`config.mk`:
```
export PLATFORM = sky130hd
export DESIGN_NAME = pulse_period_byte_deframer_core
export DESIGN_NICKNAME = d
export VERILOG_FILES = /design/src/ppbd_pkg.sv /design/src/ppbd_deframer.sv /design/src/ppbd_decode.sv /design/src/pulse_period_byte_deframer_core.sv
export SDC_FILE = /design/constraint.sdc
export NUM_CORES = 1
export LEC_CHECK = 0
export BUFFER_PORTS_ARGS = -buffer_cell sky130_fd_sc_hd__buf_2
export CAP_MARGIN = 20
export CORE_MARGIN = 2
export CORE_UTILIZATION = 34
export DETAILED_ROUTE_END_ITERATION = 10
export SYNTH_ARGS = -nofsm -noshare
export SYNTH_HDL_FRONTEND = slang
export SYNTH_SLANG_ARGS = --single-unit
```
`constraint.sdc`:
```
create_clock -name clk -period 6.3 [get_ports clk]
set_input_delay 0.315 -clock clk [delete_from_list [all_inputs] [get_ports clk]]
set_output_delay 0.315 -clock clk [all_outputs]
set_load 0.03 [all_outputs]
```
`src/ppbd_pkg.sv`:
```
// shared types and constants for the pulse period byte deframer
`default_nettype none
package ppbd_pkg;

	// byte stuffing codes
	localparam logic [7:0] FLAG_BYTE = 8'h7e;
	localparam logic [7:0] ESC_BYTE  = 8'h7d;
	localparam logic [7:0] ESC_XOR   = 8'h20;

	// header id codes in frame byte 1
	localparam logic [7:0] ID_CURRENT    = 8'h28;
	localparam logic [7:0] ID_VOLTS_WHOLE = 8'h3A;
	localparam logic [7:0] ID_VOLTS_FRAC = 8'h3B;
	localparam logic [7:0] ID_CELL       = 8'h06;

	// frame byte 0 at or above this marks the frame as ignored
	localparam logic [7:0] CELL_COUNT_LIMIT = 8'd7;

	// bytes of a frame that are kept
	localparam int HEAD_BYTES = 4;

	// configuration port
	localparam int CFG_IDX_W = 2;
	localparam int CFG_W     = 16;

	typedef enum logic [CFG_IDX_W-1:0] {
		CFG_ERROR_WIDTH_LIMIT = 2'd0,
		CFG_DATA_PERIOD_MIN   = 2'd1,
		CFG_DATA_PERIOD_END   = 2'd2,
		CFG_SYNC_PERIOD_MAX   = 2'd3
	} cfg_reg_t;

	localparam logic [CFG_W-1:0] RST_ERROR_WIDTH_LIMIT = 16'd900;
	localparam logic [CFG_W-1:0] RST_DATA_PERIOD_MIN   = 16'd5000;
	localparam logic [CFG_W-1:0] RST_DATA_PERIOD_END   = 16'd7050;
	localparam logic [CFG_W-1:0] RST_SYNC_PERIOD_MAX   = 16'd4000;

	// result kinds
	typedef enum logic [2:0] {
		KIND_CURRENT    = 3'd0,
		KIND_VOLTS_WHOLE = 3'd1,
		KIND_VOLTS_FRAC = 3'd2,
		KIND_CELL       = 3'd3,
		KIND_IGNORED    = 3'd4
	} kind_t;

	// volts scaling: (whole*100 + frac*10)*21/110 == floor(21*s/11), s = 10*whole + frac
	localparam int VSUM_W  = 20;
	localparam int SCALE_W = 24;
	localparam int RECIP_W = 25;
	localparam int RECIP_SHIFT = 28;
	// ceil(2^28 / 11), exact for every 24-bit dividend
	localparam logic [RECIP_W-1:0] RECIP_11 = 25'd24403224;
	localparam int VOLTS_W = 21;
	localparam logic [VOLTS_W-1:0] VOLTS_MAX = 21'd1376235;

	// closed frame handed from the deframer to the decode pipeline
	typedef struct packed {
		kind_t             kind;
		logic [15:0]       word;
		logic [7:0]        cells;
		logic [VSUM_W-1:0] vsum;
	} frame_t;

endpackage
`default_nettype wire

```
`src/ppbd_deframer.sv`:
```
// byte recovery, stuffed-frame state machine and header decode
`default_nettype none
module ppbd_deframer #(
	parameter int FRAME_LIMIT = 19
) (
	input  wire logic                clk,
	input  wire logic                arst_n,
	input  wire logic                step,
	input  wire logic                period_edge,
	input  wire logic [15:0]         period_ticks,
	input  wire logic [15:0]         high_ticks,
	input  wire logic [15:0]         error_width_limit,
	input  wire logic [15:0]         data_period_min,
	input  wire logic [15:0]         data_period_end,
	input  wire logic [15:0]         sync_period_max,
	output logic                     close,
	output ppbd_pkg::frame_t         frame
);

	localparam int CNT_W = $clog2(FRAME_LIMIT + 1);

	typedef enum logic [1:0] {
		PH_IDLE  = 2'd0,
		PH_START = 2'd1,
		PH_FRAME = 2'd2,
		PH_ESC   = 2'd3
	} phase_t;

	phase_t           phase_q, phase_d;
	logic             armed_q, armed_d;
	logic [CNT_W-1:0] cnt_q, cnt_d, cnt_eff;
	logic [7:0]       head_q [ppbd_pkg::HEAD_BYTES];
	logic [7:0]       head_d [ppbd_pkg::HEAD_BYTES];
	logic [15:0]      vw_q, vw_d;

	logic        abort, in_win, armed_eff, closing, store;
	logic [15:0] diff;
	logic [7:0]  data, store_val;
	logic [15:0] word;
	ppbd_pkg::kind_t kind;

	always_comb begin
		abort     = high_ticks > error_width_limit;
		in_win    = (period_ticks >= data_period_min) && (period_ticks < data_period_end);
		diff      = period_ticks - data_period_min;
		data      = diff[10:3];
		armed_eff = armed_q && !abort;
		cnt_eff   = abort ? '0 : cnt_q;

		armed_d   = armed_eff;
		cnt_d     = cnt_eff;
		phase_d   = phase_q;
		head_d    = head_q;
		closing   = 1'b0;
		store     = 1'b0;
		store_val = data;

		if (period_edge && in_win && armed_eff) begin
			unique case (phase_q)
				PH_START: begin
					if (data != ppbd_pkg::FLAG_BYTE) begin
						store   = 1'b1;
						phase_d = PH_FRAME;
					end
				end
				PH_FRAME: begin
					if (data == ppbd_pkg::ESC_BYTE) begin
						phase_d = PH_ESC;
					end else if (data == ppbd_pkg::FLAG_BYTE) begin
						closing = 1'b1;
						phase_d = PH_IDLE;
					end else begin
						store = 1'b1;
					end
				end
				PH_ESC: begin
					store     = 1'b1;
					store_val = data ^ ppbd_pkg::ESC_XOR;
					phase_d   = PH_FRAME;
				end
				PH_IDLE: begin
					if (data == ppbd_pkg::FLAG_BYTE) begin
						cnt_d   = '0;
						phase_d = PH_START;
					end
				end
			endcase
		end else if (period_ticks < sync_period_max) begin
			armed_d = 1'b1;
			cnt_d   = '0;
		end

		// bytes past the limit are dropped, only the head is kept
		if (store && (cnt_eff < CNT_W'(FRAME_LIMIT))) begin
			if (cnt_eff < CNT_W'(ppbd_pkg::HEAD_BYTES))
				head_d[cnt_eff[1:0]] = store_val;
			cnt_d = cnt_eff + 1'b1;
		end
	end

	// header decode on the bytes stored so far
	always_comb begin
		word = {head_q[3], head_q[2]};
		kind = ppbd_pkg::KIND_IGNORED;
		if (head_q[0] < ppbd_pkg::CELL_COUNT_LIMIT) begin
			unique case (head_q[1])
				ppbd_pkg::ID_CURRENT:     kind = ppbd_pkg::KIND_CURRENT;
				ppbd_pkg::ID_VOLTS_WHOLE: kind = ppbd_pkg::KIND_VOLTS_WHOLE;
				ppbd_pkg::ID_VOLTS_FRAC:  kind = ppbd_pkg::KIND_VOLTS_FRAC;
				ppbd_pkg::ID_CELL:        kind = ppbd_pkg::KIND_CELL;
				default:                  kind = ppbd_pkg::KIND_IGNORED;
			endcase
		end
		vw_d = (closing && kind == ppbd_pkg::KIND_VOLTS_WHOLE) ? word : vw_q;

		close       = step && closing;
		frame.kind  = kind;
		frame.word  = word;
		frame.cells = head_q[0];
		frame.vsum  = (ppbd_pkg::VSUM_W'(vw_q) << 3) + (ppbd_pkg::VSUM_W'(vw_q) << 1)
			+ ppbd_pkg::VSUM_W'(word);
	end

	always_ff @(posedge clk or negedge arst_n) begin
		if (!arst_n) begin
			phase_q <= PH_IDLE;
			armed_q <= 1'b0;
			cnt_q   <= '0;
			vw_q    <= '0;
			for (int i = 0; i < ppbd_pkg::HEAD_BYTES; i++)
				head_q[i] <= '0;
		end else if (step) begin
			phase_q <= phase_d;
			armed_q <= armed_d;
			cnt_q   <= cnt_d;
			vw_q    <= vw_d;
			head_q  <= head_d;
		end
	end

`ifndef SYNTH
	a_cnt_bound: assert property (@(posedge clk) disable iff (!arst_n)
		cnt_q <= CNT_W'(FRAME_LIMIT))
		else $error("byte count beyond frame limit");

	a_start_empty: assert property (@(posedge clk) disable iff (!arst_n)
		phase_q == PH_START |-> cnt_q == '0)
		else $error("bytes counted before first frame byte");

	a_close_in_frame: assert property (@(posedge clk) disable iff (!arst_n)
		close |-> (phase_q == PH_FRAME) && armed_q && step)
		else $error("frame closed outside frame phase");
`endif

endmodule
`default_nettype wire

```
`src/ppbd_decode.sv`:
```
// result pipeline: volts scaling by reciprocal multiply and output register
`default_nettype none
module ppbd_decode (
	input  wire logic              clk,
	input  wire logic              arst_n,
	input  wire logic              take,
	input  wire ppbd_pkg::frame_t  frame,
	output logic                   ready,
	output logic                   out_valid,
	input  wire logic              out_ready,
	output logic [2:0]             frame_kind,
	output logic [15:0]            sensor_word,
	output logic [20:0]            volts_tenths,
	output logic [3:0]             cell_index,
	output logic [2:0]             cell_count,
	output logic [12:0]            cell_millivolts
);

	localparam int PROD_W = ppbd_pkg::SCALE_W + ppbd_pkg::RECIP_W;

	logic                          v2_q, v3_q, vo_q;
	logic                          rdy2, rdy3, rdyo;
	ppbd_pkg::frame_t              fr_s2;
	ppbd_pkg::kind_t               kind_s3;
	logic [15:0]                   word_s3;
	logic [7:0]                    cells_s3;
	logic [ppbd_pkg::SCALE_W-1:0]  x_s3, x_d;
	logic [PROD_W-1:0]             prod;
	logic [ppbd_pkg::VOLTS_W-1:0]  quot;

	logic [2:0]  kind_q;
	logic [15:0] word_q;
	logic [20:0] volts_q;
	logic [3:0]  idx_q;
	logic [2:0]  cnt_q;
	logic [12:0] mv_q;

	always_comb begin
		rdyo  = !vo_q || out_ready;
		rdy3  = !v3_q || rdyo;
		rdy2  = !v2_q || rdy3;
		ready = rdy2;
		// 21*s as shifts and adds
		x_d   = (ppbd_pkg::SCALE_W'(fr_s2.vsum) << 4) + (ppbd_pkg::SCALE_W'(fr_s2.vsum) << 2)
			+ ppbd_pkg::SCALE_W'(fr_s2.vsum);
		prod  = PROD_W'(x_s3) * PROD_W'(ppbd_pkg::RECIP_11);
		quot  = prod[ppbd_pkg::RECIP_SHIFT +: ppbd_pkg::VOLTS_W];
	end

	always_ff @(posedge clk or negedge arst_n) begin
		if (!arst_n) begin
			v2_q <= 1'b0;
			v3_q <= 1'b0;
			vo_q <= 1'b0;
		end else begin
			if (rdy2)
				v2_q <= take;
			if (rdy3)
				v3_q <= v2_q;
			if (rdyo)
				vo_q <= v3_q;
		end
	end

	always_ff @(posedge clk) begin
		if (rdy2 && take)
			fr_s2 <= frame;
		if (rdy3 && v2_q) begin
			kind_s3  <= fr_s2.kind;
			word_s3  <= fr_s2.word;
			cells_s3 <= fr_s2.cells;
			x_s3     <= x_d;
		end
		if (rdyo && v3_q) begin
			kind_q  <= kind_s3;
			word_q  <= (kind_s3 == ppbd_pkg::KIND_IGNORED) ? 16'd0 : word_s3;
			volts_q <= (kind_s3 == ppbd_pkg::KIND_VOLTS_FRAC) ? quot : 21'd0;
			if (kind_s3 == ppbd_pkg::KIND_CELL) begin
				idx_q <= word_s3[15:12];
				cnt_q <= cells_s3[2:0];
				mv_q  <= {word_s3[11:0], 1'b0};
			end else begin
				idx_q <= '0;
				cnt_q <= '0;
				mv_q  <= '0;
			end
		end
	end

	assign out_valid       = vo_q;
	assign frame_kind      = kind_q;
	assign sensor_word     = word_q;
	assign volts_tenths    = volts_q;
	assign cell_index      = idx_q;
	assign cell_count      = cnt_q;
	assign cell_millivolts = mv_q;

`ifndef SYNTH
	a_volts_range: assert property (@(posedge clk) disable iff (!arst_n)
		out_valid && frame_kind == ppbd_pkg::KIND_VOLTS_FRAC |-> volts_tenths <= ppbd_pkg::VOLTS_MAX)
		else $error("volts result out of range");

	a_ignored_clear: assert property (@(posedge clk) disable iff (!arst_n)
		out_valid && frame_kind == ppbd_pkg::KIND_IGNORED |-> sensor_word == 16'd0
			&& volts_tenths == 21'd0 && cell_millivolts == 13'd0)
		else $error("ignored frame carries data");

	a_out_hold: assert property (@(posedge clk) disable iff (!arst_n)
		out_valid && !out_ready |=> out_valid && $stable(frame_kind)
			&& $stable(sensor_word) && $stable(volts_tenths) && $stable(cell_millivolts))
		else $error("result beat changed while stalled");
`endif

endmodule
`default_nettype wire

```
`src/pulse_period_byte_deframer_core.sv`:
```
// top level: input register, configuration registers, deframer and result pipeline
// path: a closing flag beat passes the input, frame, scale and output registers in turn
// throughput: one input beat per cycle unless stalled; results leave through a three-stage
//   pipeline (register, 21x scale, reciprocal multiply) that stalls stage by stage
// reset: arst_n clears receiver state, header bytes, stored volts and valid flags,
//   and loads the configuration defaults
`default_nettype none
module pulse_period_byte_deframer_core #(
	parameter int FRAME_LIMIT = 19
) (
	input  wire logic        clk,
	input  wire logic        arst_n,
	// capture beats
	input  wire logic        in_valid,
	output logic             in_ready,
	input  wire logic        period_edge,
	input  wire logic [15:0] period_ticks,
	input  wire logic [15:0] high_ticks,
	// result beats
	output logic             out_valid,
	input  wire logic        out_ready,
	output logic [2:0]       frame_kind,
	output logic [15:0]      sensor_word,
	output logic [20:0]      volts_tenths,
	output logic [3:0]       cell_index,
	output logic [2:0]       cell_count,
	output logic [12:0]      cell_millivolts,
	// register writes
	input  wire logic        cfg_valid,
	output logic             cfg_ready,
	input  wire logic [ppbd_pkg::CFG_IDX_W-1:0] cfg_index,
	input  wire logic [ppbd_pkg::CFG_W-1:0]     cfg_data
);

	// configuration registers
	logic [15:0] err_width_q, per_min_q, per_end_q, sync_max_q;

	// input register
	logic        v1_q;
	logic        edge_s1;
	logic [15:0] period_s1, high_s1;

	logic             fire1, pipe_ready, close;
	ppbd_pkg::frame_t frame;

	// writes are always taken
	assign cfg_ready = 1'b1;

	always_ff @(posedge clk or negedge arst_n) begin
		if (!arst_n) begin
			err_width_q <= ppbd_pkg::RST_ERROR_WIDTH_LIMIT;
			per_min_q   <= ppbd_pkg::RST_DATA_PERIOD_MIN;
			per_end_q   <= ppbd_pkg::RST_DATA_PERIOD_END;
			sync_max_q  <= ppbd_pkg::RST_SYNC_PERIOD_MAX;
		end else if (cfg_valid) begin
			unique case (ppbd_pkg::cfg_reg_t'(cfg_index))
				ppbd_pkg::CFG_ERROR_WIDTH_LIMIT: err_width_q <= cfg_data;
				ppbd_pkg::CFG_DATA_PERIOD_MIN:   per_min_q   <= cfg_data;
				ppbd_pkg::CFG_DATA_PERIOD_END:   per_end_q   <= cfg_data;
				ppbd_pkg::CFG_SYNC_PERIOD_MAX:   sync_max_q  <= cfg_data;
			endcase
		end
	end

	// the beat in the input register is consumed once the result pipeline can take
	// a closed frame; most beats close nothing and just update the deframer state
	assign fire1    = v1_q && pipe_ready;
	assign in_ready = !v1_q || fire1;

	always_ff @(posedge clk or negedge arst_n) begin
		if (!arst_n)
			v1_q <= 1'b0;
		else if (in_ready)
			v1_q <= in_valid;
	end

	always_ff @(posedge clk) begin
		if (in_valid && in_ready) begin
			edge_s1   <= period_edge;
			period_s1 <= period_ticks;
			high_s1   <= high_ticks;
		end
	end

	// byte recovery and frame state, updated once per consumed beat
	ppbd_deframer #(
		.FRAME_LIMIT(FRAME_LIMIT)
	) u_deframer (
		.clk               (clk),
		.arst_n            (arst_n),
		.step              (fire1),
		.period_edge       (edge_s1),
		.period_ticks      (period_s1),
		.high_ticks        (high_s1),
		.error_width_limit (err_width_q),
		.data_period_min   (per_min_q),
		.data_period_end   (per_end_q),
		.sync_period_max   (sync_max_q),
		.close             (close),
		.frame             (frame)
	);

	// scaling and result register
	ppbd_decode u_decode (
		.clk             (clk),
		.arst_n          (arst_n),
		.take            (close),
		.frame           (frame),
		.ready           (pipe_ready),
		.out_valid       (out_valid),
		.out_ready       (out_ready),
		.frame_kind      (frame_kind),
		.sensor_word     (sensor_word),
		.volts_tenths    (volts_tenths),
		.cell_index      (cell_index),
		.cell_count      (cell_count),
		.cell_millivolts (cell_millivolts)
	);

endmodule
`default_nettype wire
```
==> results of run 1 <==
==> layout make-up <==
cell class / instances / area [µm²]
sequential: 302 / 8480
clock inverter: 11 / 113
tap: 940 / 1180
inverter: 374 / 1400
fill: 6561 / 41100
clock buffer: 49 / 968
multi-input combinational: 1285 / 14400
timing repair buffer: 297 / 2120
==> metal layers <==
layer	up-vias	part of all wire
li1	7383	-
met1	7593	0.43
met2	236	0.50
met3	92	0.028
met4	2	0.038
met5	-	0.00033
==> placed cells by master (no fill, tap or decap), drive strengths merged, types with 35 or more instances in the layout <==
cell and n:
a21o 41, a21oi 61, buf 262, clkbuf 49, dfrtp 102, dlygate4sd3 35, edfxtp 178, fa 226
ha 357, inv 376, mux2 98, nand2 57, nor2 49, o21ai 46, xnor2 35
==> cell families (layout without fill, tap and decap cells) <==
logic type | after synthesis | count (layout) | share of synthesized area
adder cells (fa/ha/maj) | 583 | 583 | 0.377
buffers and inverters | 393 | 731 | 0.0631
AO/OA/AOI/OAI | 240 | 240 | 0.0669
AND/OR/NAND/NOR | 306 | 306 | 0.0687
multiplexers | 100 | 100 | 0.0487
other | 2 | 2 | 0.000315
flip-flops | 302 | 302 | 0.355
XOR/XNOR | 54 | 54 | 0.0198
==> through the flow <==
stage	utilization	hold WS (ns)	total power [µW]	cell area (µm²)	setup slack, ns
5_1_grt	0.410	0.0186	5200	28600	-0.388
4_1_cts	0.406	0.0131	5020	28300	-0.0919
2_1_floorplan	-	0.0194	2800	23900	-0.0456
6_report	0.410	0.0408	4950	28600	-0.154
3_5_place_dp	0.378	0.406	3020	26400	-0.490
3_3_place_gp	0.378	0.407	3000	26300	-0.330
==> sequential cells by signal, indices dropped and copies added, names as in the netlist, 15 cells and up <==
register               flops
err_width_q               16
high_s1                   16
per_end_q                 16
per_min_q                 16
period_s1                 16
sync_max_q                16
u_decode.fr_s2            41
u_decode.sensor_word      16
u_decode.volts_tenths     21
u_decode.word_s3          15
u_decode.x_s3             24
u_deframer.frame          24
u_deframer.vw_q           16
==> critical path: cells and delay by family (launching register included) <==
kind	cells	cell delay, ns
buf+inv	6	0.51
simple gates	4	0.56
flops	1	0.49
compound gates	4	0.90
fa+ha+maj	8	3.70
==> power by group through the flow <==
stage | Combinational, µW | Sequential, µW | Clock, µW
floorplan | 479 | 2320 | 0
global placement | 657 | 2340 | 0
detailed placement | 674 | 2340 | 0
CTS | 706 | 2310 | 2010
global route | 799 | 2320 | 2080
finish | 709 | 2310 | 1940
==> what timing repair did <==
action | in CTS | in global routing
setup buffers | 24 | 10
endpoints found under the setup margin | 14 | 16
hold endpoints to repair | 58 | 0
gates resized for setup | 59 | 37
pin swaps | 64 | 45
hold buffers | 35 | 0
==> worst max-delay path by stage <==
stage | startpoint | endpoint | cells past startpoint
after floorplan | u_decode.x_s3[2]$_DFFE_PP_ | u_decode.volts_tenths[10]$_SDFFCE_PP0P_ | 22
after global placement | u_decode.x_s3[6]$_DFFE_PP_ | u_decode.volts_tenths[12]$_SDFFCE_PP0P_ | 22
after detailed placement | u_decode.x_s3[6]$_DFFE_PP_ | u_decode.volts_tenths[12]$_SDFFCE_PP0P_ | 22
after CTS | u_decode.x_s3[5]$_DFFE_PP_ | u_decode.volts_tenths[10]$_SDFFCE_PP0P_ | 23
after global routing | u_decode.x_s3[5]$_DFFE_PP_ | u_decode.volts_tenths[13]$_SDFFCE_PP0P_ | 22
final | u_decode.x_s3[5]$_DFFE_PP_ | u_decode.volts_tenths[13]$_SDFFCE_PP0P_ | 22
==> impl_results.md, run 1 <==
* Grt met3 use at 0.0205
* Top Usage Layer GRT: met2
* Setup TNS at -0.766 ns
* Clk_lat worst skew at 0.54 ns
* Static Leakage at 0.0129 µW
* Vias in the first global route at 16.6k
* Pins Over Slew Limit at 0
* Cell repeated most along the worst path: fa_1
* Critical path class: flip-flop to flip-flop
* Yosys cell types at 75
* Port Buffer Count at 116
* Internal reg-to-reg setup slack at -0.15 ns
* Ys async rst share at 0.411
* Clock share of power at 0.391
* Hold Path Stages at 3
* Die height at 269 µm
* Non-Filler Instances at 3258
* Cells along the critical path: ha_1 > inv_2 > fa_1 > inv_2 > fa_1 > fa_1 > fa_1 > fa_1 > inv_1 > fa_1 > inv_2 > ha_4 > nand2_4 > nor4_4 > buf_4 > nand4_1 > a31oi_4 > buf_4 > o2111ai_4 > a21oi_1 > o21a_1 > nor3_2
* Synth cell count leaders: inv_1 (374), ha_1 (357), fa_1 (226)
* Sequential-to-total area share from yosys stat at 0.355
* Cell taking the most area after synthesis: edfxtp_1
* Met1 usage at 0.184
* Worst hold path class: input port to flip-flop
* Switch share at 0.257
* Ant. Diodes at 0
* Top FF cell, synth: edfxtp_1
* Die area at 0.0723 mm²
* Number of H-tree levels at 2
* Vias post-DR at 15.3k
* R2r endpoint: u_decode.volts_tenths[13]$_SDFFCE_PP0P_
* Clock slew at reported path FFs at 0.07 ns
* Worst Path Arrival at 6.71 ns
* Grt met2 use at 0.279
* Number of synthesized register bits at 302
* Synth top area cells: edfxtp_1 (22%), fa_1 (19%), ha_1 (19%), dfrtp_1 (11%), inv_1 (5.9%)
* Outcome: complete, but fails checks
* Synth-to-Final Area Change at 20.1%
* PD cells at 173 mW/mm²
* DR pass1 iterations at 4
* Syn Std Cell Area at 0.0238 mm²
* Syn Nets at 2619
* Total length of routed wires at 54000 µm
* CTS tree: built
* Hold Path Sink: err_width_q[7]$_DFFE_PN1P_
* Yosys warns at 0
* Violated checks: negative setup slack
* Number of synthesized flops with an enable pin at 178
* Critical path's slowest cell: fa_1
* Crit start category: flip-flop
* Routed wire per std cell at 16.6 µm
* Worst Setup End Kind: flip-flop
* Mapped Avg Cell Area at 12.0 µm²
* Worst vdd ir at 196 µV
* First-pass GRT wire length at 86700 µm
* Setup violators final at 9
* Worst slew pin tran at 0.984 ns
* Switching Power at 1270 µW
* Gate Count Post-Synth at 1980
* Initial antenna violation count at 1
* Hold path start: cfg_data[7]
* Max frequency at 0.155 GHz
* Combinational share of power at 0.143
* Residual DRC at 0
* Worst EP required at 6.55 ns
* Slowest stage delay, CP at 0.61 ns
* Largest net degree at the start of global routing at 81
* Crit path time final at 6.45 ns
* Clock skew at 0.0261 ns
* Proportion of layout cells with a drive suffix above 1 at 0.225
* Tot GR Track Use at 0.153
* Worst-case reg-to-reg path depth at 22
* Most frequent cell after synthesis: inv_1
* GRT overflow at 0
* Sequential power share at 0.466
* Synth top area share at 0.224
* Period utilisation layout at 1.02
* Max Fanout on Critical Path at 5
* I/O Pins at 119
* Final hold viol count at 0
* Worst slew margin at 0.342
* Row count at 97
* Starting Density at 0.342
* Final #Nets at 2933
* Total core area at 0.0698 mm²
* Initial DRC count at 470
* Die Span X at 269 µm
* Post-DRT Antenna Nets at 0
* Unrepaired setup endpoints after global routing: yes
* Cell internal pwr at 3680 µW
* Inst Count DP at 3127
* Min setup slack post-route at -0.154 ns
* Clock root cell: clkbuf_16
* Worst r2r src: u_decode.x_s3[5]$_DFFE_PP_
* # clock sinks at 302
* HPWL after DPL at 44200 µm
* MaxCap Viol Count at 0
* Gpl congestion at 0.952
* Clock Path Buffers at 3
* CTS Buf Count at 34
* Mean number of vias per cell at 4.70
Note: power is estimated with default switching activity, not from simulation.
==> run 2: changes to the inputs <==
--- a/config.mk
+++ b/config.mk
@@ -8,8 +8,9 @@
 export BUFFER_PORTS_ARGS = -buffer_cell sky130_fd_sc_hd__buf_2
 export CAP_MARGIN = 20
 export CORE_MARGIN = 2
-export CORE_UTILIZATION = 34
+export CORE_UTILIZATION = 55
 export DETAILED_ROUTE_END_ITERATION = 10
+export PLACE_DENSITY = 0.73
 export SYNTH_ARGS = -nofsm -noshare
 export SYNTH_HDL_FRONTEND = slang
 export SYNTH_SLANG_ARGS = --single-unit
==> constraint.sdc (replaced) <==
create_clock -name clk -period 7.9 [get_ports clk]
set_input_delay 0.395 -clock clk [delete_from_list [all_inputs] [get_ports clk]]
set_output_delay 0.395 -clock clk [all_outputs]
set_load 0.03 [all_outputs]
==> run 2 against run 1 <==
The run now ends clean; sequential cell count unchanged; hold slack got worse by 0.013 ns; die area decreased by 38%; clock skew increased by 0.0019 ns; combinational power decreased by 22%; routed wire length decreased by 7.3%; critical path depth unchanged; register-to-register slack improved by 0.79 ns; total power decreased by 20%; largest cell class unchanged; largest power group unchanged; highest routed layer is now met4.
==> impl_results.md, run 2 (synthesis results as in run 1) <==
* Worst r2r src: u_decode.x_s3[3]$_DFFE_PP_
* Combinational share of power at 0.140 (-0.003)
* Clock root cell: clkbuf_16
* Largest net degree at the start of global routing at 70 (-14%)
* Clock skew at 0.0280 ns (+0.00188 ns)
* CP bufs+invs at 4 (-2)
* Post-layout util at 0.618 (+0.208)
* Static Leakage at 0.0121 µW (-5.7%)
* Starting Density at 0.556 (+0.214)
* Cells along the critical path: ha_1 > inv_1 > fa_1 > inv_1 > fa_1 > fa_1 > fa_1 > fa_1 > inv_1 > fa_1 > inv_1 > ha_1 > nand2_1 > nor4_1 > nand3_1 > nand3_1 > a22oi_1 > a31oi_1 > o2111ai_1 > a21boi_0 > o21a_1 > nor3_1
* HPWL after DPL at 39900 µm (-9.8%)
* Post-CTS setup buffer count at 0 (-100%)
* Outcome: finished clean
* Worst slack, placed at 0.670 ns (+1.16 ns)
* Vias post-DR at 14.8k (-3.0%)
* CTS Buf Count at 35 (+2.9%)
* Initial DRC count at 674 (+43%)
* Routed wire per std cell at 18.1 µm (+9.4%)
* Pins Over Slew Limit at 0 (unchanged)
* Proportion of layout cells with a drive suffix above 1 at 0.148 (-0.0771)
* First-pass GRT wire length at 81200 µm (-6.4%)
* Mean number of vias per cell at 5.38 (+15%)
* Max FFs per register at 41 (unchanged)
* Tot GR Track Use at 0.234 (+0.0805)
* Worst slew pin tran at 1.03 ns (+0.0482 ns)
* Max Fanout on Critical Path at 10 (+5)
* CTS tree: built
* Setup TNS at 0 ns (+0.766 ns)
* Ant. Diodes at 0 (unchanged)
* Min setup slack post-route at 0.639 ns (+0.792 ns)
* Crit path from: u_decode.x_s3[3]$_DFFE_PP_
* DR pass1 iterations at 5 (+1)
* Critical path class: flip-flop to flip-flop
* Resize count post-CTS at 0 (-100%)
* Hold path start: high_ticks[12]
* PD cells at 149 mW/mm² (-14%)
* Slowest stage delay, CP at 0.61 ns (about the same)
* Worst slew margin at 0.307 (-0.0351)
* Worst Setup End Kind: flip-flop
* Switching Power at 1030 µW (-19%)
* Clock slew at reported path FFs at 0.06 ns (about the same)
* Worst Path Arrival at 7.53 ns (+0.82 ns)
* Sequential power share at 0.465 (about the same)
* Total core area at 0.0429 mm² (-39%)
* Crit path time final at 7.26 ns (+0.808 ns)
* Worst EP required at 8.17 ns (+1.62 ns)
* Post-DRT Antenna Nets at 0 (unchanged)
* Vias in the first global route at 15.7k (-5.1%)
* Cell repeated most along the worst path: fa_1
* Die height at 212 µm (-21%)
* Critical path's slowest cell: edfxtp_1
* Switch share at 0.261 (+0.00351)
* Inst Count DP at 2675 (-14%)
* Top reg by flops: u_decode.fr_s2
* Row count at 76 (-22%)
* Max frequency at 0.138 GHz (-11%)
* Unrepaired setup endpoints after global routing: no
* I/O Pins at 119 (unchanged)
* Final hold viol count at 0 (unchanged)
* Port Buffer Count at 116 (unchanged)
* Most frequent cells in the layout: inv_1 (374), ha_1 (357), fa_1 (226), edfxtp_1 (178), buf_2 (115)
* GRT overflow at 0 (unchanged)
* Clk_lat worst skew at 0.55 ns (about the same)
* # clock sinks at 302 (unchanged)
* CP delay by family, top: adder cells
* Cell internal pwr at 2930 µW (-20%)
* Final #Nets at 2786 (-5.0%)
* WHS at 0.0276 ns (-0.0132 ns)
* Number of H-tree levels at 2 (unchanged)
* Non-Filler Instances at 2759 (-15%)
* Die area at 0.0450 mm² (-38%)
* Worst vdd ir at 207 µV (+5.7%)
* Crit start category: flip-flop
* Gpl congestion at 1.00 (+5.0%)
* Initial antenna violation count at 0 (-1)
* Total length of routed wires at 50100 µm (-7.3%)
* MaxCap Viol Count at 0 (unchanged)
* Die Span X at 212 µm (-21%)
* Clock share of power at 0.395 (+0.004)
* Period utilisation layout at 0.919 (-0.105)
* Commonest non-fill, non-tap cell in the layout: inv_1
* Worst hold path class: input port to flip-flop
* Residual DRC at 0 (unchanged)
* Synth-to-Final Area Change at 11.2%
* Clock Path Buffers at 3 (unchanged)
* Setup violators final at 0 (-9)
==> run 2: cell types whose count changed in the layout (fill, tap and decap cells not counted), sizes merged <==
| cell | before | now |
|---|---|---|
| clkinv | 6 | 10 |
| inv | 376 | 377 |
| dlygate4sd3 | 35 | 19 |
| buf | 262 | 130 |
| clkbuf | 49 | 48 |
==> run 2: final timing paths <==
check / end / slack, ns / cells past startpoint
setup / recovery: u_decode.volts_tenths[12]$_SDFFCE_PP0P_ / 0.64 / 22
hold / removal: high_s1[12]$_DFFE_PP_ / 0.03 / 1
setup reg to reg: u_decode.volts_tenths[12]$_SDFFCE_PP0P_ / 0.64 / 22
hold reg to reg: u_decode.kind_s3[1]$_DFFE_PP_ / 0.41 / 0
max in group asynchronous: err_width_q[5]$_DFFE_PN0P_ / 6.11 / 3
min in group asynchronous: u_deframer.frame[33]$_DFFE_PN0P_ / 0.44 / 2
==> run 2: per-layer routing <==
metal  GRT usage  vias up  routed length [µm]
met5           0        -                   0
met4      0.0796        0                1630
met3      0.0388       90                1840
met2       0.406      238               25400
met1       0.298     7424               21200
li1            -     7091                   -
==> run 2: layout make-up <==
class | count | area, µm²
clock buffer | 48 | 965
inverter | 374 | 1400
multi-input combinational | 1285 | 13900
tap | 585 | 732
fill | 3435 | 16400
timing repair buffer | 149 | 891
clock inverter | 16 | 153
sequential | 302 | 8480
==> run 2: power by group through the flow <==
stage / sequential, µW / combinational [µW] / clock [µW]
3_5_place_dp: 1870 / 540 / 0
4_1_cts: 1840 / 555 / 1600
5_1_grt: 1850 / 622 / 1660
6_report: 1840 / 554 / 1560
2_1_floorplan: 1850 / 381 / 0
3_3_place_gp: 1860 / 520 / 0
==> run 2: per-stage QoR <==
stage | cell area, µm² | power [µW]
after detailed placement | 25200 | 2410
after floorplan | 23800 | 2230
after CTS | 26500 | 4000
final | 26500 | 3960
after global placement | 25200 | 2380
after global routing | 26500 | 4140
==> run 2: what timing repair did <==
action,CTS,global route
hold buffers,19,0
setup endpoints to repair,0,0
hold endpoints to repair,73,0
